==> src/csr_sparse_matvec_top_defines.svh <==
// Assertion macros for the sparse matvec block.
// Both expect clk in scope; CSM_ASSERT also expects arst_n.
`ifndef CSR_SPARSE_MATVEC_TOP_DEFINES_SVH
`define CSR_SPARSE_MATVEC_TOP_DEFINES_SVH

`ifndef SYNTH
`define CSM_ASSERT(lbl, prop) \
	lbl: assert property (@(posedge clk) disable iff (!arst_n) prop) \
		else $error("csm assertion failed");
`define CSM_ASSERT_ALWAYS(lbl, prop) \
	lbl: assert property (@(posedge clk) prop) \
		else $error("csm assertion failed");
`else
`define CSM_ASSERT(lbl, prop)
`define CSM_ASSERT_ALWAYS(lbl, prop)
`endif

`endif

==> src/csm_pkg.sv <==
`default_nettype none
package csm_pkg;

	localparam int VECTOR_DEPTH = 4096;
	localparam int VEC_AW = (VECTOR_DEPTH > 1) ? $clog2(VECTOR_DEPTH) : 1;

	localparam int QUEUE_DEPTH = 4;	// power of two
	localparam int QUEUE_AW = $clog2(QUEUE_DEPTH);
	localparam int QUEUE_CW = $clog2(QUEUE_DEPTH + 1);

	localparam logic [1:0] CMD_WRITE = 2'd0;
	localparam logic [1:0] CMD_NZ    = 2'd1;
	localparam logic [1:0] CMD_CLOSE = 2'd2;

	localparam logic signed [47:0] ACC_MAX = {1'b0, {47{1'b1}}};
	localparam logic signed [47:0] ACC_MIN = {1'b1, {47{1'b0}}};

	typedef logic [VEC_AW-1:0] vec_addr_t;
	typedef logic [QUEUE_AW-1:0] queue_ptr_t;
	typedef logic [QUEUE_CW-1:0] queue_cnt_t;

	// one queued accumulate step; emit closes the row after adding prod
	typedef struct packed {
		logic signed [31:0] prod;
		logic               emit;
	} queue_entry_t;

endpackage
`default_nettype wire

==> src/csm_queue.sv <==
`default_nettype none
`include "csr_sparse_matvec_top_defines.svh"
module csm_queue (
	input  wire logic                  clk,
	input  wire logic                  arst_n,
	input  wire logic                  push,
	input  wire csm_pkg::queue_entry_t push_entry,
	output logic                       full,
	output logic                       q_valid,
	output csm_pkg::queue_entry_t      head,
	input  wire logic                  pop
);

	csm_pkg::queue_entry_t entries [csm_pkg::QUEUE_DEPTH];
	csm_pkg::queue_ptr_t   wr_ptr_q;
	csm_pkg::queue_ptr_t   rd_ptr_q;
	csm_pkg::queue_cnt_t   count_q;

	assign full    = (count_q == csm_pkg::QUEUE_CW'(csm_pkg::QUEUE_DEPTH));
	assign q_valid = (count_q != '0);
	assign head    = entries[rd_ptr_q];

	always_ff @(posedge clk) begin
		if (push) begin
			entries[wr_ptr_q] <= push_entry;
		end
	end

	always_ff @(posedge clk or negedge arst_n) begin
		if (!arst_n) begin
			wr_ptr_q <= '0;
			rd_ptr_q <= '0;
			count_q  <= '0;
		end else begin
			if (push) begin
				wr_ptr_q <= wr_ptr_q + 1'b1;
			end
			if (pop) begin
				rd_ptr_q <= rd_ptr_q + 1'b1;
			end
			case ({push, pop})
				2'b10:   count_q <= count_q + 1'b1;
				2'b01:   count_q <= count_q - 1'b1;
				default: count_q <= count_q;
			endcase
		end
	end

	`CSM_ASSERT(a_no_push_full, !(push && full))
	`CSM_ASSERT(a_no_pop_empty, !(pop && !q_valid))
	`CSM_ASSERT(a_cnt_up, (push && !pop) |=> (count_q == $past(count_q) + 1'b1))
	`CSM_ASSERT(a_cnt_down, (pop && !push) |=> (count_q == $past(count_q) - 1'b1))
	`CSM_ASSERT(a_cnt_bound, count_q <= csm_pkg::QUEUE_CW'(csm_pkg::QUEUE_DEPTH))

endmodule
`default_nettype wire

==> config.mk <==
export PLATFORM = sky130hd
export DESIGN_NAME = csm_queue
export DESIGN_NICKNAME = d
export VERILOG_FILES = /design/src/csm_pkg.sv /design/src/csm_queue.sv
export VERILOG_INCLUDE_DIRS = /design/src /design/src/src
export SDC_FILE = /design/constraint.sdc
export NUM_CORES = 1
export LEC_CHECK = 0
export BUFFER_PORTS_ARGS = -buffer_cell sky130_fd_sc_hd__buf_2
export CORE_ASPECT_RATIO = 1.2
export CORE_MARGIN = 1.5
export CORE_UTILIZATION = 61
export CTS_CLUSTER_DIAMETER = 150
export CTS_CLUSTER_SIZE = 25
export DETAILED_ROUTE_END_ITERATION = 16
export GPL_ROUTABILITY_DRIVEN = 0
export GPL_TIMING_DRIVEN = 0
export PLACE_DENSITY_LB_ADDON = 0.3
export SYNTH_ARGS = -nofsm -noshare
export SYNTH_HDL_FRONTEND = slang
export SYNTH_SLANG_ARGS = --single-unit
==> constraint.sdc <==
create_clock -name clk -period 3 [get_ports clk]
set_input_delay 0.75 -clock clk [delete_from_list [all_inputs] [get_ports clk]]
set_output_delay 0.75 -clock clk [all_outputs]
set_load 0.02 [all_outputs]
* After elaboration in Yosys (flattened, before gate mapping)
Memories as Yosys holds them, arrays and structs flattened.
Cells that the tools add are included.
** Word-level totals
- Word-level logic and storage cells :: 16
- Output and inout bits :: 35
- Memory bits (writable) :: 132
- Flip-flop bits (word level) :: 7
- Memories kept :: 1
- Input bits :: 37
** Memory list
- entries :: depth 4, bits a word 33, read ports 1, clocked after memory_dff 0, wr ports 1, RTL line csm_queue.sv:14 : csm_pkg::queue_entry_t entries [csm_pkg::QUEUE_DEPTH];
** Cells by class
- Multiplexer cells :: 3
- Reduce and logical (&&, ||, !) cells :: 2
- Add/sub/neg operators :: 4
- Eq/ne operators :: 3
** Operator list (count)
- 3-bit one-hot mux with 2 select lines :: 1
- 2-bit by 1-bit adder with 2-bit output, second input constant :: 2
- 3-bit by 1-bit adder with 3-bit output, second input constant :: 1
- 3-bit equality test, second input constant :: 1
- 3-bit nonzero test :: 1
- 3-bit by 1-bit subtractor with 3-bit output, second input constant :: 1
- 2-bit by 1-bit equality test with 1-bit output, second input constant :: 1
- 2-bit equality test, second input constant :: 1
- 1-bit two-way mux :: 2
- 2-bit nonzero test :: 1

* Depth between registers and ports, before layout
Gate-level depths: netlist (run 1).
- Depth after elaboration :: 2
- Mapped depth :: 6
- Mapped depth without buffers :: 6

* Worst setup path after synthesis (run 1)
No wires, ideal clock.
- Path type :: in2reg
- Start point :: input port push
- End point :: memory entries[1][0] in the netlist's numbering (enable)
- Setup time :: 393 ps
- Stages on the path :: 1
- Setup slack :: 1039 ps
- Required time :: 2607 ps
- Data arrival time :: 1568 ps
- Cell sequence :: and2_1
** Between the ends
- Cells in the longest elaborated chain, start to end :: 2
** Ends and longest elaborated chain
- from (decl) :: RTL line csm_queue.sv:6 : input wire logic push,
- 1-bit two-way mux :: RTL line csm_queue.sv:24 : if (push) begin
- 1-bit two-way mux (not written as such) :: RTL line csm_queue.sv:25 : entries[wr_ptr_q] <= push_entry;
- to (decl) :: RTL line csm_queue.sv:14
No other way between the ends.

==> results of run 1 <==
-- per-stage QoR --
stage | cells | setup WS (ns) | instance area, µm² | hold slack [ns]
2_1_floorplan | 206 | 1.039 | 5205 | 0.4471
3_3_place_gp | 391 | 0.2976 | 5703 | 0.4637
3_5_place_dp | 391 | 0.8756 | 5708 | 0.4711
4_1_cts | 420 | 0.2592 | 6211 | 0.04865
5_1_grt | 420 | 0.2235 | 6211 | 0.05855
6_report | 420 | 0.3020 | 6211 | 0.06394
-- cell usage in the layout, fill, tap and decap left out --
cell / Yosys / layout
clkbuf_8: 0 / 1
fa_1: 1 / 1
mux4_2: 28 / 28
buf_6: 1 / 1
mux4_1: 5 / 5
clkinv_2: 0 / 2
edfxtp_1: 132 / 132
inv_1: 3 / 3
clkbuf_1: 0 / 3
mux2_2: 1 / 1
buf_2: 4 / 75
buf_12: 3 / 3
nand2_1: 2 / 2
dfrtp_1: 7 / 7
xor2_1: 3 / 3
nor3b_1: 1 / 1
clkbuf_16: 0 / 16
bufinv_16: 0 / 1
or3_1: 1 / 1
clkinvlp_4: 0 / 4
ha_1: 5 / 5
and2_2: 0 / 4
o21ai_0: 1 / 1
xnor2_1: 3 / 3
nor2_1: 1 / 1
clkinv_1: 0 / 2
-- area by class of cell --
type	instances	area (µm²)	area share
Inverter	3	11.26	0.001813
Timing Repair Buffer	71	355.3	0.05721
Sequential cell	139	4139	0.6664
Buffer	8	91.34	0.01471
Clock buffer	20	425.4	0.06849
Multi-Input combinational cell	56	968.4	0.1559
Tap cell	114	142.6	0.02297
Clock inverter	9	77.57	0.01249
-- registers in the layout (all words and copies together) (netlist names) --
register	cells
count_q	3
entries	132
rd_ptr_q	2
wr_ptr_q	2
-- worst max-delay path: cells and delay by family (launching register included) --
kind                   cells  cell delay, ns
muxes                      1            0.55
buffers and inverters      3            0.53
DFF                        1            0.34
-- worst max-delay path by stage --
stage,start,to,slack [ns]
4_1_cts,rd_ptr_q[0],head[14],0.26
3_3_place_gp,push,entries[0][6],0.30
2_1_floorplan,push,entries[1][0],1.04
3_5_place_dp,rd_ptr_q[0],head[14],0.88
6_report,rd_ptr_q[0],head[14],0.30
5_1_grt,rd_ptr_q[0],head[14],0.22
-- power groups by stage --
| stage | combinational (µW) | clock [µW] | sequential (µW) |
|---|---|---|---|
| finish | 1980 | 1780 | 2670 |
| global placement | 1980 | 0 | 2690 |
| detailed placement | 2000 | 0 | 2710 |
| global route | 2130 | 1880 | 2710 |
| CTS | 2030 | 1810 | 2680 |
| floorplan | 1460 | 0 | 2660 |
-- metal layers --
layer	vias to the layer above	wire length [µm]	global-route usage
met5	-	0	0
met4	0	198	0.1020
met3	16	472	0.06349
met2	77	4652	0.3473
met1	1216	3356	0.2597
li1	1050	-	-
-- cells by family (layout without fill, tap and decap cells) --
group                      Yosys count  in the layout  share of synthesized area
xor gates and xnor gates             6              6                    0.01010
buffers and inverters               11            111                    0.01971
DFF                                139            139                     0.7952
and+or+nand+nor                      9              9                   0.009616
AOI/OAI and AO/OA                    1              1                  0.0009606
muxes                               34             34                     0.1486
adders and majority gates            6              6                    0.01587
==> results_dict.tcl, run 1 <==
set metrics [dict create \
    status "complete, no violations" \
    fin_crit_sh 0.8993 \
    synth_cell_type_count 19 \
    portBuffers 71 \
    dr.pass1.iters 4 \
    crit_path_end_kind "output port" \
    tightest_slew_ns 0.8899 \
    hold_violations 0 \
    slowest_stage "mux4_2" \
    numCtsBuffers 17 \
    holdCritPathClass "in -> async" \
    path_max_fanout 10 \
    cpPeakStageDelay_ns 0.55 \
    grt_pass1_wl_um 13370 \
    grt.overflow.total 0 \
    first_global_vias 2553 \
    vias 2359 \
    fin_setup_tns_ns 0 \
    antenna_found_initial 0 \
    synth-edff-count 132 \
    pwr-share-comb 0.308 \
    clkPwrFrac 0.276 \
    rsz0062_at_grt "false" \
    synth_top_cells_by_count "132 x edfxtp_1, 28 x mux4_2, 7 x dfrtp_1, 5 x ha_1, 5 x mux4_1" \
    avgSynthCellArea_um2 25.27 \
    drt_wl_total_um 8680 \
    drv_slew 0 \
    nets 339 \
    powerDensity_nw_per_um2 1036 \
    net-switching-power_uw 1949 \
    cp.arrival_ns 1.95 \
    antenna_cells 0 \
    slew_headroom 0.4067 \
    drt_iter0_markers 134 \
    crit_chain "buf_6, buf_12, mux4_2, buf_2" \
    r2r_end "entries[1][16]" \
    detail-route-antenna-nets 0 \
    wl_per_cell_um 20.67 \
    dpl.hpwl_um 5027 \
    seq_area_frac_synth 0.7952 \
    synth_area_um2 5205 \
    grt_max_degree 34 \
    leakagePower_uw 0.002198 \
    track_usage 0.2132 \
    setup_violations 0 \
    core_area_um2 8198 \
    ctsHoldBuffers 0 \
    final_util 0.7576 \
    async_reset_ff_frac 0.05036 \
    synth_cells 206 \
    clock_skew_ns 0.006245 \
    yosysMostFrequentCell "edfxtp_1" \
    post_cts_resized 0 \
    synth-main-ff-cell "edfxtp_1" \
    start_util 0.6349 \
    synth_area_leaders "edfxtp_1 76%, mux4_2 12%, dfrtp_1 3.4%" \
    r2r_cells 3 \
    cts_tree "yes" \
    start_kind "register" \
    cts.path.max_buffers 2 \
    max-vdd-ir-drop_mv 0.6359 \
    cts_setup_buffers 0 \
    core.rowCount 36 \
    finalPower_uw 6432 \
    reg2reg_slack_ns 1.23 \
    fin_crit_ns 2.698 \
    drc 0 \
    die_x_um 87.33 \
    boundaryPins 72 \
    synth_top_area_cell "edfxtp_1" \
    maxCapViolCount 0 \
    nFillCells 472 \
    die_area_um2 9098 \
    synth_top_area_frac 0.7615 \
    clock_latency_ns 0.52 \
    cts.sinks 139 \
    yosysWarnings 0 \
    area_growth_pct 19.33 \
    drive_above_1_share 0.4444 \
    via_per_inst 5.617 \
    worstSetupPathType "reg -> out" \
    cts_htree_levels 4 \
    switching_share 0.3030 \
    p_int_uw 4483 \
    root_buffer "clkbuf_8" \
    required_ns 2.25 \
    path_clk_slew_ns 0.06 \
    max_clock_freq_mhz 370.6 \
    ys_ff_latch 139 \
    p_seq_frac 0.416 \
    synth_nets 249 \
    r2r_start "wr_ptr_q[1]" \
    fp.dieH_um 104.2 \
]
No activity file was read; power rests on OpenSTA's default activity.
==> inputs of run 2 (changes only) <==
--- a/config.mk
+++ b/config.mk
@@ -6,13 +6,13 @@
 export SDC_FILE = /design/constraint.sdc
 export NUM_CORES = 1
 export LEC_CHECK = 0
-export BUFFER_PORTS_ARGS = -buffer_cell sky130_fd_sc_hd__buf_2
 export CORE_ASPECT_RATIO = 1.2
 export CORE_MARGIN = 1.5
-export CORE_UTILIZATION = 61
+export CORE_UTILIZATION = 54
 export CTS_CLUSTER_DIAMETER = 150
 export CTS_CLUSTER_SIZE = 25
 export DETAILED_ROUTE_END_ITERATION = 16
+export DONT_BUFFER_PORTS = 1
 export GPL_ROUTABILITY_DRIVEN = 0
 export GPL_TIMING_DRIVEN = 0
 export PLACE_DENSITY_LB_ADDON = 0.3
==> run 2 against run 1 <==
Global-route usage shrank 3.4 points. Worst setup slack better by 0.27 ns. Final cell count shrank 13%. Largest power group unchanged. Core utilization down 12 points.
==> results_dict.tcl, run 2 (synthesized netlist as in run 1, its figures left out) <==
set metrics [dict create \
    status "complete, no violations" \
    antenna_cells 0 \
    holdCritPathClass "in -> async" \
    numCtsBuffers 17 \
    tightest_slew_ns 0.6454 \
    largest_reg_flops 132 \
    setup_violations 0 \
    start_kind "register" \
    clock_latency_ns 0.40 \
    path_clk_slew_ns 0.06 \
    area_growth_pct 16.39 \
    leakagePower_uw 0.002011 \
    boundaryPins 72 \
    required_ns 2.25 \
    ctsHoldBuffers 0 \
    max-vdd-ir-drop_mv 0.5977 \
    root_buffer "clkbuf_16" \
    clock_skew_ns 0.008879 \
    crit_path_end_kind "output port" \
    fin_setup_tns_ns 0 \
    drc 0 \
    fin_crit_ns 2.424 \
    start_util 0.5498 \
    layout_common_cells "132 x edfxtp_1, 28 x mux4_2, 17 x clkbuf_16, 7 x dfrtp_1, 6 x buf_12" \
    portBuffers 0 \
    drt_wl_total_um 8065 \
    fin_crit_sh 0.8080 \
    dpl.hpwl_um 4990 \
    vias 2081 \
    first_global_vias 2297 \
    dr.pass1.iters 4 \
    grt_pass1_wl_um 12750 \
    p_int_uw 4639 \
    cts.path.max_buffers 2 \
    post_cts_resized 0 \
    core_area_um2 9467 \
    reg_top3 "entries (132), count_q (3)" \
    path_max_fanout 10 \
    track_usage 0.1787 \
    net-switching-power_uw 1877 \
    grt_max_degree 34 \
    maxCapViolCount 0 \
    cts_setup_buffers 0 \
    mostFrequentLayoutCell "edfxtp_1" \
    cts_tree "yes" \
    cp.arrival_ns 1.67 \
    max_clock_freq_mhz 412.5 \
    die_area_um2 10240 \
    nets 272 \
    core.rowCount 39 \
    grt.overflow.total 0 \
    wl_per_cell_um 22.10 \
    antenna_found_initial 0 \
    pwr-share-comb 0.271 \
    clkPwrFrac 0.322 \
    switching_share 0.2881 \
    hold_violations 0 \
    rsz0062_at_grt "false" \
    largest_register "entries" \
    powerDensity_nw_per_um2 1076 \
    cts_htree_levels 4 \
    slew_headroom 0.5688 \
    dpl.cell_count 333 \
    fin_cells 365 \
    drt_iter0_markers 152 \
    die_x_um 92.63 \
    p_seq_frac 0.407 \
    via_per_inst 5.701 \
    detail-route-antenna-nets 0 \
    cts.sinks 139 \
    fp.dieH_um 110.6 \
    drv_slew 0 \
    worstSetupPathType "reg -> out" \
    drive_above_1_share 0.3017 \
]
-- run 2: layout make-up --
class | count | area (µm²)
inverter | 3 | 11.26
multi-input combinational | 56 | 968.4
buffer | 8 | 91.34
sequential | 139 | 4139
clock inverter | 14 | 177.7
clock buffer | 18 | 429.2
timing repair buffer | 4 | 87.58
tap | 123 | 153.9
fill | 655 | 3408
-- run 2: critical path, stage by stage, from the launching register on --
cell	delay [ns]
dfrtp_1	0.32
buf_2	0.19
buf_2	0.29
mux4_1	0.47
-- run 2: routing by layer --
layer | vias to the layer above | track usage | routed length (µm)
met4 | 0 | 0.07576 | 103
met1 | 1104 | 0.2128 | 3195
met3 | 7 | 0.07163 | 435
met2 | 56 | 0.2887 | 4331
met5 | - | 0 | 0
li1 | 914 | - | -
-- run 2: worst paths after layout --
check	start	cells after the start	to	slack [ns]
setup / recovery	rd_ptr_q[1]	3	head[3]	0.58
hold reg to reg	count_q[2]	1	count_q[2]	0.50
min in group clk	push	1	wr_ptr_q[0]	0.42
max in group asynchronous	arst_n	0	count_q[2]	2.90
setup reg to reg	wr_ptr_q[0]	3	entries[3][19]	1.44
hold / removal	arst_n	0	count_q[0]	0.04
-- run 2: metrics by stage --
step,area (µm²),setup slack (ns),total power (µW),hold WS [ns],util
floorplan,5205,1.039,4119,0.4471,-
global placement,5359,0.4219,4428,0.4546,0.5661
detailed placement,5451,0.9570,4521,0.4546,0.5759
CTS,6058,0.5174,6612,0.01439,0.6400
global route,6058,0.4627,6790,0.01011,0.6400
finish,6058,0.5759,6516,0.03605,0.6400
-- run 2: power by group through the flow --
stage          logic [µW]  registers [µW]  clock network (µW)
2_1_floorplan        1460            2660                   0
3_3_place_gp         1740            2690                   0
6_report             1770            2650                2100
4_1_cts              1820            2660                2130
5_1_grt              1890            2680                2210
3_5_place_dp         1830            2690                   0
