### src/csr_sparse_matvec_top_defines.svh
// Assertion macros for the sparse matvec block.
// Both expect clk in scope; CSM_ASSERT also expects arst_n.
`ifndef CSR_SPARSE_MATVEC_TOP_DEFINES_SVH
`define CSR_SPARSE_MATVEC_TOP_DEFINES_SVH

`ifndef SYNTH
`define CSM_ASSERT(lbl, prop) \
	lbl: assert property (@(posedge clk) disable iff (!arst_n) prop) \
		else $error("csm assertion failed");
`define CSM_ASSERT_ALWAYS(lbl, prop) \
	lbl: assert property (@(posedge clk) prop) \
		else $error("csm assertion failed");
`else
`define CSM_ASSERT(lbl, prop)
`define CSM_ASSERT_ALWAYS(lbl, prop)
`endif

`endif

### src/csm_pkg.sv
`default_nettype none
package csm_pkg;

	localparam int VECTOR_DEPTH = 4096;
	localparam int VEC_AW = (VECTOR_DEPTH > 1) ? $clog2(VECTOR_DEPTH) : 1;

	localparam int QUEUE_DEPTH = 4;	// power of two
	localparam int QUEUE_AW = $clog2(QUEUE_DEPTH);
	localparam int QUEUE_CW = $clog2(QUEUE_DEPTH + 1);

	localparam logic [1:0] CMD_WRITE = 2'd0;
	localparam logic [1:0] CMD_NZ    = 2'd1;
	localparam logic [1:0] CMD_CLOSE = 2'd2;

	localparam logic signed [47:0] ACC_MAX = {1'b0, {47{1'b1}}};
	localparam logic signed [47:0] ACC_MIN = {1'b1, {47{1'b0}}};

	typedef logic [VEC_AW-1:0] vec_addr_t;
	typedef logic [QUEUE_AW-1:0] queue_ptr_t;
	typedef logic [QUEUE_CW-1:0] queue_cnt_t;

	// one queued accumulate step; emit closes the row after adding prod
	typedef struct packed {
		logic signed [31:0] prod;
		logic               emit;
	} queue_entry_t;

endpackage
`default_nettype wire

### src/csm_back.sv
`default_nettype none
module csm_back (
	input  wire logic                  clk,
	input  wire logic                  arst_n,
	input  wire logic                  q_valid,
	input  wire csm_pkg::queue_entry_t head,
	output logic                       pop,
	output logic                       out_valid,
	input  wire logic                  out_stall,
	output logic signed [47:0]         row_sum,
	output logic [19:0]                row_number,
	output logic                       saturated
);

	logic signed [47:0] acc_q;
	logic               sat_q;
	logic [19:0]        row_q;
	logic               out_valid_q;

	logic signed [48:0] sum;
	logic               ovf;
	logic signed [47:0] clamped;
	logic               out_free;

	assign out_free = !out_valid_q || !out_stall;
	// a step that only accumulates can pass a stalled output
	assign pop      = q_valid && (!head.emit || out_free);

	assign sum     = {acc_q[47], acc_q} + {{17{head.prod[31]}}, head.prod};
	assign ovf     = (sum[48] != sum[47]);
	assign clamped = ovf ? (sum[48] ? csm_pkg::ACC_MIN : csm_pkg::ACC_MAX) : sum[47:0];

	always_ff @(posedge clk or negedge arst_n) begin
		if (!arst_n) begin
			acc_q       <= '0;
			sat_q       <= 1'b0;
			row_q       <= '0;
			out_valid_q <= 1'b0;
		end else begin
			if (pop && head.emit) begin
				acc_q       <= '0;
				sat_q       <= 1'b0;
				row_q       <= row_q + 1'b1;
				out_valid_q <= 1'b1;
			end else begin
				if (pop) begin
					acc_q <= clamped;
					sat_q <= sat_q || ovf;
				end
				if (!out_stall) begin
					out_valid_q <= 1'b0;
				end
			end
		end
	end

	always_ff @(posedge clk) begin
		if (pop && head.emit) begin
			row_sum    <= clamped;
			row_number <= row_q;
			saturated  <= sat_q || ovf;
		end
	end

	assign out_valid = out_valid_q;

endmodule
`default_nettype wire

### config.mk
export PLATFORM = sky130hd
export DESIGN_NAME = csm_back
export DESIGN_NICKNAME = d
export VERILOG_FILES = /design/src/csr_sparse_matvec_top_defines.svh /design/src/csm_pkg.sv /design/src/csm_back.sv
export SDC_FILE = /design/constraint.sdc
export NUM_CORES = 1
export LEC_CHECK = 0
export ABC_CLOCK_PERIOD_IN_PS = 9950
export BUFFER_PORTS_ARGS = -buffer_cell sky130_fd_sc_hd__buf_2
export CAP_MARGIN = 30
export CORE_UTILIZATION = 35
export DETAILED_ROUTE_END_ITERATION = 10
export HOLD_SLACK_MARGIN = 0.08
export PLACE_DENSITY_LB_ADDON = 0.3
export SYNTH_ARGS = -nofsm -noshare
export SYNTH_HDL_FRONTEND = slang
export SYNTH_SLANG_ARGS = --single-unit
### constraint.sdc
create_clock -name clk -period 9.95 [get_ports clk]
set_input_delay 1.99 -clock clk [delete_from_list [all_inputs] [get_ports clk]]
set_output_delay 1.99 -clock clk [all_outputs]
set_load 0.02 [all_outputs]
# Word-level counts from Yosys, hierarchy flattened
# Index checks and enable logic that the tools add are counted.
word_totals:
  ram_bits: 0
  latch_bits: 0
  mem_bits_ro: 0
  out_inout_bits: 71
  word_cells: 28
  inputBits: 37
  memories: 0
  register_bits: 139
classes:
  n_lt_le_gt_ge: 0
  shift: 0
  n_mul: 0
  reduce_logical: 9
  add_sub_neg: 2
  muxes: 8
  n_bitwise: 0
  n_eq_ne: 2
  div: 0
op_table:
  columns: ["op", "n"]
  rows:
  - ["48-bit 2-to-1 mux", 4]
  - ["48-bit by 32-bit adder with 49-bit output", 1]
  - ["20-bit by 1-bit adder with 20-bit output (second input constant)", 1]
  - ["1-bit 2-to-1 mux", 4]
  - ["1-bit logical NOT", 3]
  - ["1-bit logical OR", 3]
  - ["1-bit logical AND", 2]
  - ["2-bit by 1-bit != test with 1-bit output (second input constant)", 1]
  - ["2-bit nonzero test", 1]
  - ["1-bit != test", 1]

# Depth between registers and ports, before layout
# Gate-level depths: netlist of run 1.
depth:
  ltp_word: 6
  ltp_mapped: 15
  ltp_nobuf: 13

# Worst setup path after synthesis of run 1
# OpenSTA, ideal clock, no wires.
synth_path:
  path_type: "input-to-reg"
  startpoint: "input q_valid"
  endpoint: "register row_q[17]"
  setup_ps: 123
  t_required_ps: 9827
  slack_ps: 2729
  arrival_ps: 7098
  cell_stages: 8
  path_cell_list: "nand2_1 -> a21oi_1 -> and4_1 -> nand3_1 -> nor3_1 -> and4_1 -> nand3_1 -> xnor2_1"
synth_between:
  elab_chain_len: 2
synth_rtl:
  columns: ["item", "line", "rtl"]
  rows:
  - ["from (decl)", "csm_back.sv:5", "input wire logic q_valid,"]
  - ["1-bit logical AND", "csm_back.sv:27", "assign pop = q_valid && (!head.emit || out_free);"]
  - ["1-bit logical AND", "csm_back.sv:40", "if (pop && head.emit) begin"]
  - ["to (signal assigned)", "csm_back.sv:43", "row_q <= row_q + 1'b1;"]
  - ["to (decl)", "csm_back.sv:17", "logic [19:0] row_q;"]
# No other way between the ends.
# A chain may end at the register's enable or synchronous reset.

# Worst setup path in the final report of run 1
layout_path:
  startpoint: "input head[32] in the netlist's numbering"
  endpoint: "register acc_q[14]"
layout_between:
  elab_chain_len: 5
layout_rtl:
  columns: ["item", "line", "rtl"]
  rows:
  - ["from (decl)", "csm_back.sv:6", "input wire csm_pkg::queue_entry_t head,"]
  - ["48-bit by 32-bit adder with 49-bit output *", "csm_back.sv:29", "assign sum = {acc_q[47], acc_q} + {{17{head.prod[31]}}, head.prod};"]
  - ["48-bit 2-to-1 mux / 1-bit != test (equally long branches)", "csm_back.sv:31, csm_back.sv:30", null]
  - ["48-bit 2-to-1 mux *", "csm_back.sv:31", "assign clamped = ovf ? (sum[48] ? csm_pkg::ACC_MIN : csm_pkg::ACC_MAX) : sum[47:0];"]
  - ["named net clamped[14]", "csm_back.sv:22", "logic signed [47:0] clamped;"]
  - ["48-bit 2-to-1 mux *", "csm_back.sv:46", "if (pop) begin"]
  - ["48-bit 2-to-1 mux *", "csm_back.sv:40", null]
  - ["to (signal assigned)", "csm_back.sv:47", "acc_q <= clamped;"]
  - ["to (decl)", "csm_back.sv:15", "logic signed [47:0] acc_q;"]
# The timed path passes the listed nets; every way through them passes the cells marked *. The select of a mux whose other input is x is not followed.

==> results of run 1 <==
==> kinds of logic (layout without fill, tap and decap cells) <==
group	Yosys count	count (layout)	synth area share, %
compound gates	256	256	21.9
xor+xnor	61	61	6.69
fa+ha+maj	56	56	8.74
buf+inv	49	160	2.88
flops	139	139	47.9
mux	2	2	0.266
simple gates	192	192	11.7
==> routing by layer <==
metal,global-route usage (%),routed length [um]
met3,3.86,1020
met4,4.86,235
met1,26.3,10100
met5,0,0
met2,27.4,9100
==> state kept, by name (all words and copies together) (netlist names) <==
| register | flops |
|---|---|
| row_sum | 48 |
| sat_q | 1 |
| saturated | 1 |
| row_number | 20 |
| row_q | 20 |
| acc_q | 48 |
| out_valid | 1 |
==> power by group through the flow <==
| stage | combinational, W | sequential, W | clock [W] |
|---|---|---|---|
| 6_report | 0.00178 | 0.000956 | 0.000639 |
| 5_1_grt | 0.00197 | 0.000976 | 0.000674 |
| 4_1_cts | 0.00178 | 0.000957 | 0.000649 |
| 3_5_place_dp | 0.00176 | 0.000963 | 0 |
| 3_3_place_gp | 0.00174 | 0.000969 | 0 |
| 2_1_floorplan | 0.00128 | 0.00103 | 0 |
==> critical path: cells and delay by family <==
kind | cells | cell delay (ns)
buf+inv | 2 | 0.66
simple gates | 2 | 0.51
compound gates | 8 | 2.34
fa+ha+maj | 1 | 0.41
==> through the flow <==
stage               util (%)  std cells  setup WS (ns)
floorplan                  -        755           2.73
global placement        39.6       1112           3.76
detailed placement      39.7       1113           3.95
CTS                     42.5       1145           4.37
global route            42.5       1146           4.11
finish                  42.5       1146           4.35
==> area by class of cell <==
class | count | area share (%)
multi-input cells | 567 | 42.1
flip-flops and latches | 139 | 40.7
repair buffers | 114 | 6.42
clock buffers | 17 | 4.53
well taps | 280 | 3.73
clock inverters | 15 | 1.92
inverters | 14 | 0.560
==> path summary, 6_finish.rpt <==
| path | to | slack, ns | start |
|---|---|---|---|
| min in group asynchronous | acc_q[38] | 1.51 | arst_n |
| max reg2reg | acc_q[14] | 5.86 | acc_q[40] |
| max | acc_q[14] | 4.35 | head[32] |
| max in group asynchronous | row_q[0] | 7.55 | arst_n |
| min | acc_q[22] | 0.49 | acc_q[22] |
| min reg2reg | acc_q[22] | 0.49 | acc_q[22] |
==> cells in the final DEF (no fill, tap or decap), drive strengths merged, types with 19 or more instances in the layout <==
cell type | netlist | layout
a21o | 32 | 32
a21oi | 63 | 63
a22o | 32 | 32
buf | 17 | 114
dfrtp | 70 | 70
edfxtp | 69 | 69
ha | 49 | 49
inv | 14 | 20
nand2 | 70 | 70
nand3 | 23 | 23
nor2 | 44 | 44
o21ai | 71 | 71
xnor2 | 42 | 42
xor2 | 19 | 19
==> tab_implementation.tex, run 1 <==
\begin{tabular}{lr}
\hline
Metric & Value \\
\hline
\multicolumn{2}{l}{\textbf{Run status}} \\
\quad Outcome & completed \\
\multicolumn{2}{l}{\textbf{Hold path}} \\
\quad Worst min-delay path class & flop to flop \\
\quad Worst hold path depth & 1 \\
\multicolumn{2}{l}{\textbf{GRT}} \\
\quad Initial antenna violation count & 0 \\
\quad First-pass GRT wire length & 33.4 mm \\
\quad Pin count of the biggest net entering global routing & 55 \\
\quad GR Overflow Total & 0 \\
\quad Number of global-route vias before repair & 6013 \\
\quad GRT Total Usage & 18.2\% \\
\multicolumn{2}{l}{\textbf{Power and ir drop}} \\
\quad Leak Pwr & 4.11 nW \\
\quad P per Cell Area & 359 nW/um2 \\
\quad NetSw & 0.00149 W \\
\quad Sw frac & 44.1\% \\
\quad Power share of the clock group & 19.0\% \\
\quad Internal power consumption & 0.00189 W \\
\quad Sequential share of power & 28.4\% \\
\quad Combinational cell fraction of total power & 52.7\% \\
\quad Maximum vdd drop & 0.000155 V \\
\quad Pwr Total & 0.00337 W \\
\multicolumn{2}{l}{\textbf{Synthesis}} \\
\quad Leading register cell type out of synthesis & dfrtp\_1 \\
\quad Most frequent cell after synthesis & dfrtp\_1 \\
\quad Leading post-synthesis cells by cell area & edfxtp\_1, dfrtp\_1, ha\_1 \\
\quad Yosys top cell area share & 25.9\% \\
\quad Share of synthesized registers carrying an async set or reset & 50.4\% \\
\quad Syn Inst Count & 755 \\
\quad Synth cell types & 69 \\
\quad Avg Inst Size Synth & 10.6 um2 \\
\quad Post-synthesis sequential area ratio & 47.9\% \\
\quad Number of flops mapped to enable cells by yosys & 69 \\
\quad Flop and latch count out of synthesis & 139 \\
\quad Net count after synthesis & 842 \\
\quad Number of warning messages in the yosys log & 0 \\
\quad Ranking of synthesized cells by instance count & dfrtp\_1, edfxtp\_1, nand2\_1 \\
\quad Leading area contributor after synthesis & edfxtp\_1 \\
\quad Synth Cell Area & 7990 um2 \\
\multicolumn{2}{l}{\textbf{Die}} \\
\quad Total I/O pin count & 108 \\
\quad Site Rows & 54 \\
\quad Initial Utilization & 36.2\% \\
\quad Chip width & 153 um \\
\quad Die Footprint & 23400 um2 \\
\quad Core region area & 22100 um2 \\
\quad Height of the die & 153 um \\
\multicolumn{2}{l}{\textbf{Detailed routing}} \\
\quad Number of nets still failing antenna checks after routing & 0 \\
\quad Via count & 6290 \\
\quad Average wire length per cell after detail routing & 17.8 um \\
\quad DRC violations left & 0 \\
\quad Vias per cell & 5.49 \\
\quad Final wirelength & 20.5 mm \\
\quad Initial DRC Count & 488 \\
\quad Detailed-routing iteration count for the pre-antenna-repair pass & 5 \\
\multicolumn{2}{l}{\textbf{Setup path}} \\
\quad Biggest fanout along the worst timing path & 36 \\
\quad Data arrival time of the worst path & 5.96 ns \\
\quad Delay contributed by the slowest stage of the critical path & 0.85 ns \\
\quad Cell-by-cell listing of the critical path & buf\_2, ha\_1, a21oi\_1, nor2\_1, a211o\_1, a211oi\_1, o21ai\_1, a31o\_2, a2111oi\_4, nand2\_2, buf\_12, o21ai\_0, a22o\_1 \\
\quad Critical path capture point type & flop \\
\quad Cell type of the slowest stage on the worst timing path & a2111oi\_4 \\
\quad Start-to-end type of the worst setup path & primary input to flop \\
\quad Nature of the critical path startpoint & primary input \\
\quad Crit path required time & 10.31 ns \\
\quad R2r worst-path depth & 12 \\
\multicolumn{2}{l}{\textbf{STA}} \\
\quad Final period util & 56.3\% \\
\quad Max Slew Vio Count & 0 \\
\quad Tightest hold margin & 0.488 ns \\
\quad Final min period & 5.60 ns \\
\quad Setup repair after global routing missed its margin & no \\
\quad Worst setup skew after layout & 0.0110 ns \\
\quad Sum of negative setup slack & 0 ns \\
\quad Final setup vio count & 0 \\
\quad Peak clock frequency supported by timing & 179 MHz \\
\quad Slew at the pin closest to its max-slew limit & 0.908 ns \\
\quad Final hold violation count & 0 \\
\quad Slew headroom & 39.5\% \\
\multicolumn{2}{l}{\textbf{Clock tree}} \\
\quad Number of buffers created by CTS & 17 \\
\quad CTS root buffer & clkbuf\_16 \\
\quad Skew-Pair Late Insertion Delay & 0.43 ns \\
\quad Number of setup buffers added after CTS & 0 \\
\quad TritonCTS sink count & 139 \\
\quad Buffer levels on the longest clock path & 2 \\
\quad Clock slew at the register clock pins of the worst setup and hold paths & 0.07 ns \\
\quad Level count of the clock H-tree & 4 \\
\quad Gates resized, CTS repair & 0 \\
\quad Number of hold buffers added after CTS & 0 \\
\quad TritonCTS clock tree & done \\
\multicolumn{2}{l}{\textbf{Final layout}} \\
\quad Flip-flop and latch area & 3820 um2 \\
\quad Layout Nets & 940 \\
\quad Fillers & 2134 \\
\quad Footprint of the multi-input gates & 3950 um2 \\
\quad Synthesis-to-layout area growth & 17.5\% \\
\quad Total non-filler cell area in the finished layout & 9390 um2 \\
\quad Antenna diode count & 0 \\
\quad Layout cells sized above 1 & 20.9\% \\
\multicolumn{2}{l}{\textbf{Placement}} \\
\quad Final HPWL from detailed placement & 14.1 mm \\
\quad GP Congestion & 0.854 \\
\quad Port Buffers & 107 \\
\quad Placed instance area & 8770 um2 \\
\multicolumn{2}{l}{\textbf{Run}} \\
\quad Maximum capacitance violations & 0 \\
\hline
\end{tabular}
Note: power is estimated with default switching activity, not from simulation.
==> run 2, diff against run 1 <==
- ABC_CLOCK_PERIOD_IN_PS: 9950 -> 4900
- clock period: 9.95 -> 4.9 ns (I/O delays scaled with it)
==> run 2 against run 1 <==
Against the previous run: sequential share of layout area down 0.22 points; global-route usage up 0.21 points; critical path depth up 1; core utilization up 0.23 points; critical endpoint is now row_sum[46].
==> tab_implementation.tex, run 2 (synthesized netlist as in run 1, its figures left out) <==
\begin{tabular}{lr}
\hline
Metric & Value \\
\hline
\multicolumn{2}{l}{\textbf{Detailed routing}} \\
\quad DRC violations left & 0 (unchanged) \\
\quad Number of nets still failing antenna checks after routing & 0 (unchanged) \\
\quad Initial DRC Count & 402 (was 488) \\
\quad Vias per cell & 5.39 (was 5.49) \\
\quad Average wire length per cell after detail routing & 18.0 um (was 17.8 um) \\
\quad Final wirelength & 20.7 mm (was 20.5 mm) \\
\quad Detailed-routing iteration count for the pre-antenna-repair pass & 4 (was 5) \\
\quad Via count & 6202 (was 6290) \\
\multicolumn{2}{l}{\textbf{Clock tree}} \\
\quad Skew-Pair Late Insertion Delay & 0.43 ns (about the same) \\
\quad Clock slew at the register clock pins of the worst setup and hold paths & 0.06 ns (was 0.07 ns) \\
\quad Number of hold buffers added after CTS & 0 (unchanged) \\
\quad Buffer levels on the longest clock path & 2 (unchanged) \\
\quad Number of buffers created by CTS & 17 (unchanged) \\
\quad Level count of the clock H-tree & 4 (unchanged) \\
\quad TritonCTS clock tree & done (unchanged) \\
\quad CTS root buffer & clkbuf\_16 (unchanged) \\
\quad Gates resized, CTS repair & 0 (unchanged) \\
\quad Number of setup buffers added after CTS & 0 (unchanged) \\
\quad TritonCTS sink count & 139 (unchanged) \\
\multicolumn{2}{l}{\textbf{Final layout}} \\
\quad Commonest non-fill, non-tap cells in the layout & buf\_2, dfrtp\_1, nand2\_1, edfxtp\_1, a21oi\_1 (unchanged) \\
\quad Synthesis-to-layout area growth & 18.1\% (was 17.5\%) \\
\quad Layout cells sized above 1 & 21.4\% (was 20.9\%) \\
\quad Antenna diode count & 0 (unchanged) \\
\quad Largest registers & acc\_q x48, row\_sum x48 (unchanged) \\
\quad Final standard cell count with taps included and fillers excluded & 1151 (was 1146) \\
\quad Fillers & 2127 (was 2134) \\
\quad Commonest non-fill, non-tap cell in the layout & buf\_2 (unchanged) \\
\quad Layout Nets & 945 (was 940) \\
\multicolumn{2}{l}{\textbf{Setup path}} \\
\quad Cell repeated most along the worst path & o21ai\_0 \\
\quad Biggest fanout along the worst timing path & 3 (was 36) \\
\quad Crit path required time & 5.04 ns (was 10.31 ns) \\
\quad Cell-by-cell listing of the critical path & buf\_2, ha\_1, inv\_1, fa\_1, nor2b\_1, o2111ai\_1, a21oi\_1, o21ai\_0, a211oi\_1, o21ai\_0, a21o\_1, mux2i\_1, a2111oi\_0, o21ai\_0 (was buf\_2, ha\_1, a21oi\_1, nor2\_1, a211o\_1, a211oi\_1, o21ai\_1, a31o\_2, a2111oi\_4, nand2\_2, buf\_12, o21ai\_0, a22o\_1) \\
\quad Cell type of the slowest stage on the worst timing path & a2111oi\_0 (was a2111oi\_4) \\
\quad Delay contributed by the slowest stage of the critical path & 0.87 ns (was 0.85 ns) \\
\quad Nature of the critical path startpoint & primary input (unchanged) \\
\quad Start-to-end type of the worst setup path & primary input to flop (unchanged) \\
\quad Worst Path Buf+Inv & 2 (unchanged) \\
\quad Data arrival time of the worst path & 4.67 ns (was 5.96 ns) \\
\quad Beginning of the worst register-to-register path & acc\_q[0] (was acc\_q[40]) \\
\quad Kind of cell adding the most delay to the critical path & compound AO/OA/AOI/OAI gates (unchanged) \\
\quad Critical path capture point type & flop (unchanged) \\
\quad Setup crit start & head[1] (was head[32]) \\
\multicolumn{2}{l}{\textbf{STA}} \\
\quad Worst setup skew after layout & 0.00997 ns (was 0.0110 ns) \\
\quad Tightest hold margin & 0.477 ns (was 0.488 ns) \\
\quad Sum of negative setup slack & 0 ns (unchanged) \\
\quad Slew headroom & 31.9\% (was 39.5\%) \\
\quad Setup repair after global routing missed its margin & no (unchanged) \\
\quad Final min period & 4.53 ns \\
\quad Final setup vio count & 0 (unchanged) \\
\quad Peak clock frequency supported by timing & 221 MHz \\
\quad Max Slew Vio Count & 0 (unchanged) \\
\quad Final hold violation count & 0 (unchanged) \\
\quad Slew at the pin closest to its max-slew limit & 0.996 ns (was 0.908 ns) \\
\quad Final period util & 92.5\% \\
\multicolumn{2}{l}{\textbf{GRT}} \\
\quad Number of global-route vias before repair & 6077 (was 6013) \\
\quad Initial antenna violation count & 1 (was 0) \\
\quad GRT Total Usage & 18.4\% (was 18.2\%) \\
\quad First-pass GRT wire length & 33.5 mm (was 33.4 mm) \\
\quad GR Overflow Total & 0 (unchanged) \\
\quad Pin count of the biggest net entering global routing & 76 (was 55) \\
\multicolumn{2}{l}{\textbf{Placement}} \\
\quad Instance count after placement with tap cells included & 1118 (was 1113) \\
\quad Final HPWL from detailed placement & 14.4 mm (was 14.1 mm) \\
\quad GP Congestion & 0.855 (was 0.854) \\
\quad Port Buffers & 107 (unchanged) \\
\multicolumn{2}{l}{\textbf{Hold path}} \\
\quad Worst min-delay path class & flop to flop (unchanged) \\
\quad Hold path startpoint & row\_q[19] (was acc\_q[22]) \\
\multicolumn{2}{l}{\textbf{Run}} \\
\quad Maximum capacitance violations & 0 (unchanged) \\
\multicolumn{2}{l}{\textbf{Run status}} \\
\quad Outcome & completed (unchanged) \\
\multicolumn{2}{l}{\textbf{Power and ir drop}} \\
\quad Leak Pwr & 4.15 nW (was 4.11 nW) \\
\quad P per Cell Area & 736 nW/um2 (was 359 nW/um2) \\
\quad Maximum vdd drop & 0.000278 V (was 0.000155 V) \\
\multicolumn{2}{l}{\textbf{Die}} \\
\quad Site Rows & 54 (unchanged) \\
\quad Core region area & 22100 um2 (unchanged) \\
\quad Die Footprint & 23400 um2 (unchanged) \\
\quad Chip width & 153 um (unchanged) \\
\quad Initial Utilization & 36.2\% (unchanged) \\
\quad Height of the die & 153 um (unchanged) \\
\quad Total I/O pin count & 108 (unchanged) \\
\hline
\end{tabular}
## run 2: cell types whose count changed in the layout (fill, tap and decap cells not counted)
cell        before  now
buf_2          106  107
buf_4            7   11
bufinv_16        0    2
clkinv_4         1    0
clkinv_8         5    1
clkinvlp_4       3    2
inv_6            0    3
inv_8            6    7
## run 2: per-layer routing
metal,track usage [%],share of wire [%],vias to the layer above
li1,-,-,3034
met1,26.3,50,2994
met2,28.0,44,146
met3,3.91,4.3,26
met4,5.15,1.4,2
met5,0,0.048,-
## run 2: layout make-up
type | count | area [um2] | share of cell area, %
Clock buffer | 17 | 425 | 4.51
Timing Repair Buffer | 119 | 638 | 6.76
Tap cell | 280 | 350 | 3.71
Inverter | 14 | 52.6 | 0.557
Clock inverter | 15 | 196 | 2.08
Sequential cell | 139 | 3820 | 40.5
Multi-Input combinational cell | 567 | 3950 | 41.9
## run 2: final timing paths
kind,end,slack [ns],depth (start not counted)
min in group asynchronous,acc_q[5],0.60,1
max in group asynchronous,acc_q[0],3.28,2
worst min register to register,row_q[19],0.48,1
worst min-delay path,row_q[19],0.48,1
worst max register to register,row_sum[46],0.66,13
worst max-delay path,row_sum[46],0.37,14
## run 2: where the power goes
group | switching, W | internal [W]
registers | 0.000199 | 0.00176
logic | 0.00222 | 0.00140
clock network | 0.000591 | 0.000783
total | 0.00301 | 0.00394
## run 2: metrics by stage
step	power (W)	util, %	setup WS, ns	area [um2]
after floorplan	0.00468	-	0.437	7990
after global placement	0.00554	39.8	0.0344	8800
after detailed placement	0.00555	39.8	-0.00795	8800
after CTS	0.00697	42.6	0.377	9420
after global routing	0.00744	42.7	0.0802	9440
final	0.00695	42.7	0.369	9440
==> run 3, diff against run 2 <==
- PLACE_DENSITY_LB_ADDON: 0.3 -> unset
==> run 3 against run 2 <==
Against the previous run: sequential power is essentially flat; core utilization is essentially flat; flip-flop and latch count is the same; register-to-register slack gained 0.29 ns; maximum frequency grew 6.5%; combinational power is essentially flat; clock-buffer cell count is the same; sequential share of layout area is essentially flat; clock power shrank 5%; via count grew 1.2%; largest power group unchanged.
==> tab_implementation.tex, run 3 (synthesized netlist as in run 1, its figures left out) <==
\begin{tabular}{lr}
\hline
Metric & Value \\
\hline
\multicolumn{2}{l}{\textbf{Run status}} \\
\quad Outcome & completed (unchanged) \\
\multicolumn{2}{l}{\textbf{Setup path}} \\
\quad Nature of the critical path startpoint & primary input (unchanged) \\
\quad Start-to-end type of the worst setup path & primary input to flop (unchanged) \\
\quad Critical path capture point type & flop (unchanged) \\
\quad Data arrival time of the worst path & 4.39 ns (was 4.67 ns) \\
\quad Crit path required time & 5.04 ns (about the same) \\
\quad Biggest fanout along the worst timing path & 3 (unchanged) \\
\multicolumn{2}{l}{\textbf{STA}} \\
\quad Setup repair after global routing missed its margin & no (unchanged) \\
\quad Worst setup skew after layout & 0.00972 ns (was 0.00997 ns) \\
\quad Sum of negative setup slack & 0 ns (unchanged) \\
\quad Final setup vio count & 0 (unchanged) \\
\quad Max Slew Vio Count & 0 (unchanged) \\
\quad Slew at the pin closest to its max-slew limit & 0.904 ns (was 0.996 ns) \\
\quad Peak clock frequency supported by timing & 235 MHz (was 221 MHz) \\
\quad Slew headroom & 39.7\% (was 31.9\%) \\
\quad Final min period & 4.25 ns (was 4.53 ns) \\
\quad Final hold violation count & 0 (unchanged) \\
\quad Tightest hold margin & 0.477 ns (about the same) \\
\quad Final period util & 86.8\% (was 92.5\%) \\
\multicolumn{2}{l}{\textbf{Die}} \\
\quad Height of the die & 153 um (unchanged) \\
\quad Chip width & 153 um (unchanged) \\
\quad Initial Utilization & 36.2\% (unchanged) \\
\quad Total I/O pin count & 108 (unchanged) \\
\quad Site Rows & 54 (unchanged) \\
\quad Core region area & 22100 um2 (unchanged) \\
\quad Die Footprint & 23400 um2 (unchanged) \\
\multicolumn{2}{l}{\textbf{Power and ir drop}} \\
\quad Combinational cell fraction of total power & 52.8\% (was 52.0\%) \\
\quad Sequential share of power & 28.3\% (was 28.2\%) \\
\quad Leak Pwr & 4.15 nW (about the same) \\
\quad P per Cell Area & 729 nW/um2 (was 736 nW/um2) \\
\quad Sw frac & 44.0\% (was 43.3\%) \\
\quad Power share of the clock group & 18.9\% (was 19.8\%) \\
\quad Maximum vdd drop & 0.000248 V (was 0.000278 V) \\
\quad NetSw & 0.00303 W (was 0.00301 W) \\
\quad Pwr Total & 0.00689 W (was 0.00695 W) \\
\quad Internal power consumption & 0.00386 W (was 0.00394 W) \\
\multicolumn{2}{l}{\textbf{Final layout}} \\
\quad Commonest non-fill, non-tap cell in the layout & buf\_2 (unchanged) \\
\quad Total non-filler cell area in the finished layout & 9450 um2 (was 9440 um2) \\
\quad Layout cells sized above 1 & 21.4\% (about the same) \\
\quad Layout Nets & 946 (was 945) \\
\quad Largest registers & acc\_q x48, row\_sum x48 (unchanged) \\
\quad Synthesis-to-layout area growth & 18.2\% (was 18.1\%) \\
\quad Commonest non-fill, non-tap cells in the layout & buf\_2, dfrtp\_1, nand2\_1, edfxtp\_1, a21oi\_1 (unchanged) \\
\quad Fillers & 2110 (was 2127) \\
\quad Antenna diode count & 0 (unchanged) \\
\multicolumn{2}{l}{\textbf{GRT}} \\
\quad GR Overflow Total & 0 (unchanged) \\
\quad First-pass GRT wire length & 33.2 mm (was 33.5 mm) \\
\quad Number of global-route vias before repair & 6057 (was 6077) \\
\quad Pin count of the biggest net entering global routing & 77 (was 76) \\
\quad Initial antenna violation count & 0 (was 1) \\
\quad GRT Total Usage & 18.1\% (was 18.4\%) \\
\multicolumn{2}{l}{\textbf{Clock tree}} \\
\quad TritonCTS sink count & 139 (unchanged) \\
\quad TritonCTS clock tree & done (unchanged) \\
\quad Number of buffers created by CTS & 17 (unchanged) \\
\quad Skew-Pair Late Insertion Delay & 0.42 ns (was 0.43 ns) \\
\quad Clock slew at the register clock pins of the worst setup and hold paths & 0.07 ns (was 0.06 ns) \\
\quad Gates resized, CTS repair & 0 (unchanged) \\
\quad CTS root buffer & clkbuf\_16 (unchanged) \\
\quad Level count of the clock H-tree & 4 (unchanged) \\
\quad Number of setup buffers added after CTS & 0 (unchanged) \\
\quad Buffer levels on the longest clock path & 2 (unchanged) \\
\quad Number of hold buffers added after CTS & 0 (unchanged) \\
\multicolumn{2}{l}{\textbf{Run}} \\
\quad Maximum capacitance violations & 0 (unchanged) \\
\multicolumn{2}{l}{\textbf{Placement}} \\
\quad Port Buffers & 107 (unchanged) \\
\quad GP Congestion & 0.903 (was 0.855) \\
\quad Final HPWL from detailed placement & 14.3 mm (was 14.4 mm) \\
\quad Placed instance area & 8820 um2 (was 8800 um2) \\
\multicolumn{2}{l}{\textbf{Hold path}} \\
\quad Worst min-delay path class & flop to flop (unchanged) \\
\multicolumn{2}{l}{\textbf{Detailed routing}} \\
\quad Vias per cell & 5.45 (was 5.39) \\
\quad DRC violations left & 0 (unchanged) \\
\quad Via count & 6275 (was 6202) \\
\quad Average wire length per cell after detail routing & 17.8 um (was 18.0 um) \\
\quad Final wirelength & 20.5 mm (was 20.7 mm) \\
\quad Initial DRC Count & 549 (was 402) \\
\quad Number of nets still failing antenna checks after routing & 0 (unchanged) \\
\quad Detailed-routing iteration count for the pre-antenna-repair pass & 5 (was 4) \\
\hline
\end{tabular}
[run 3: final timing paths]
path / from / to / slack (ns) / cells past startpoint
setup / recovery: head[1] / row_sum[46] / 0.65 / 14
min in group asynchronous: arst_n / acc_q[11] / 0.69 / 1
max in group asynchronous: arst_n / acc_q[47] / 3.20 / 2
hold reg to reg: row_q[19] / row_q[19] / 0.48 / 1
hold / removal: row_q[19] / row_q[19] / 0.48 / 1
setup reg to reg: acc_q[0] / row_sum[46] / 0.95 / 13
[run 3: worst max-delay path, cell delays in order]
cell and delay [ns]:
buf_2 0.10, ha_1 0.19, inv_1 0.06, fa_1 0.40, nor2b_1 0.18, o2111ai_1 0.14, a21oi_1 0.29, o21ai_0 0.23
a211oi_1 0.35, o21ai_0 0.25, a21o_1 0.26, mux2i_1 0.12, a2111oi_0 0.60, o21ai_0 0.22
[run 3: power groups by stage]
| stage | Combinational (W) | Sequential [W] | Clock (W) |
|---|---|---|---|
| final | 0.00364 | 0.00195 | 0.00130 |
| after global routing | 0.00402 | 0.00199 | 0.00138 |
| after CTS | 0.00362 | 0.00195 | 0.00132 |
| after detailed placement | 0.00359 | 0.00196 | 0 |
| after global placement | 0.00358 | 0.00197 | 0 |
| after floorplan | 0.00259 | 0.00209 | 0 |
[run 3: routing by layer]
layer | global-route usage [%] | part of all wire [%] | vias to the layer above
met3 | 3.40 | 4.9 | 22
met1 | 25.7 | 49 | 3033
met5 | 0 | 0 | -
met4 | 5.19 | 1.3 | 0
met2 | 27.8 | 45 | 172
li1 | - | - | 3048
[run 3: cell type report]
type	instances	area, um2	area share (%)
Sequential cell	139	3820	40.5
Tap cell	280	350	3.71
Timing Repair Buffer	120	666	7.05
Clock inverter	15	175	1.85
Clock buffer	17	425	4.50
Inverter	14	52.6	0.556
Multi-Input combinational cell	567	3950	41.8
[run 3: metrics by stage]
step / std cells / setup slack (ns) / utilization, %
final: 1152 / 0.647 / 42.8
after global routing: 1152 / 0.415 / 42.8
after CTS: 1151 / 0.658 / 42.6
after detailed placement: 1119 / 0.231 / 39.9
after global placement: 1119 / 0.205 / 39.9
after floorplan: 755 / 0.437 / -
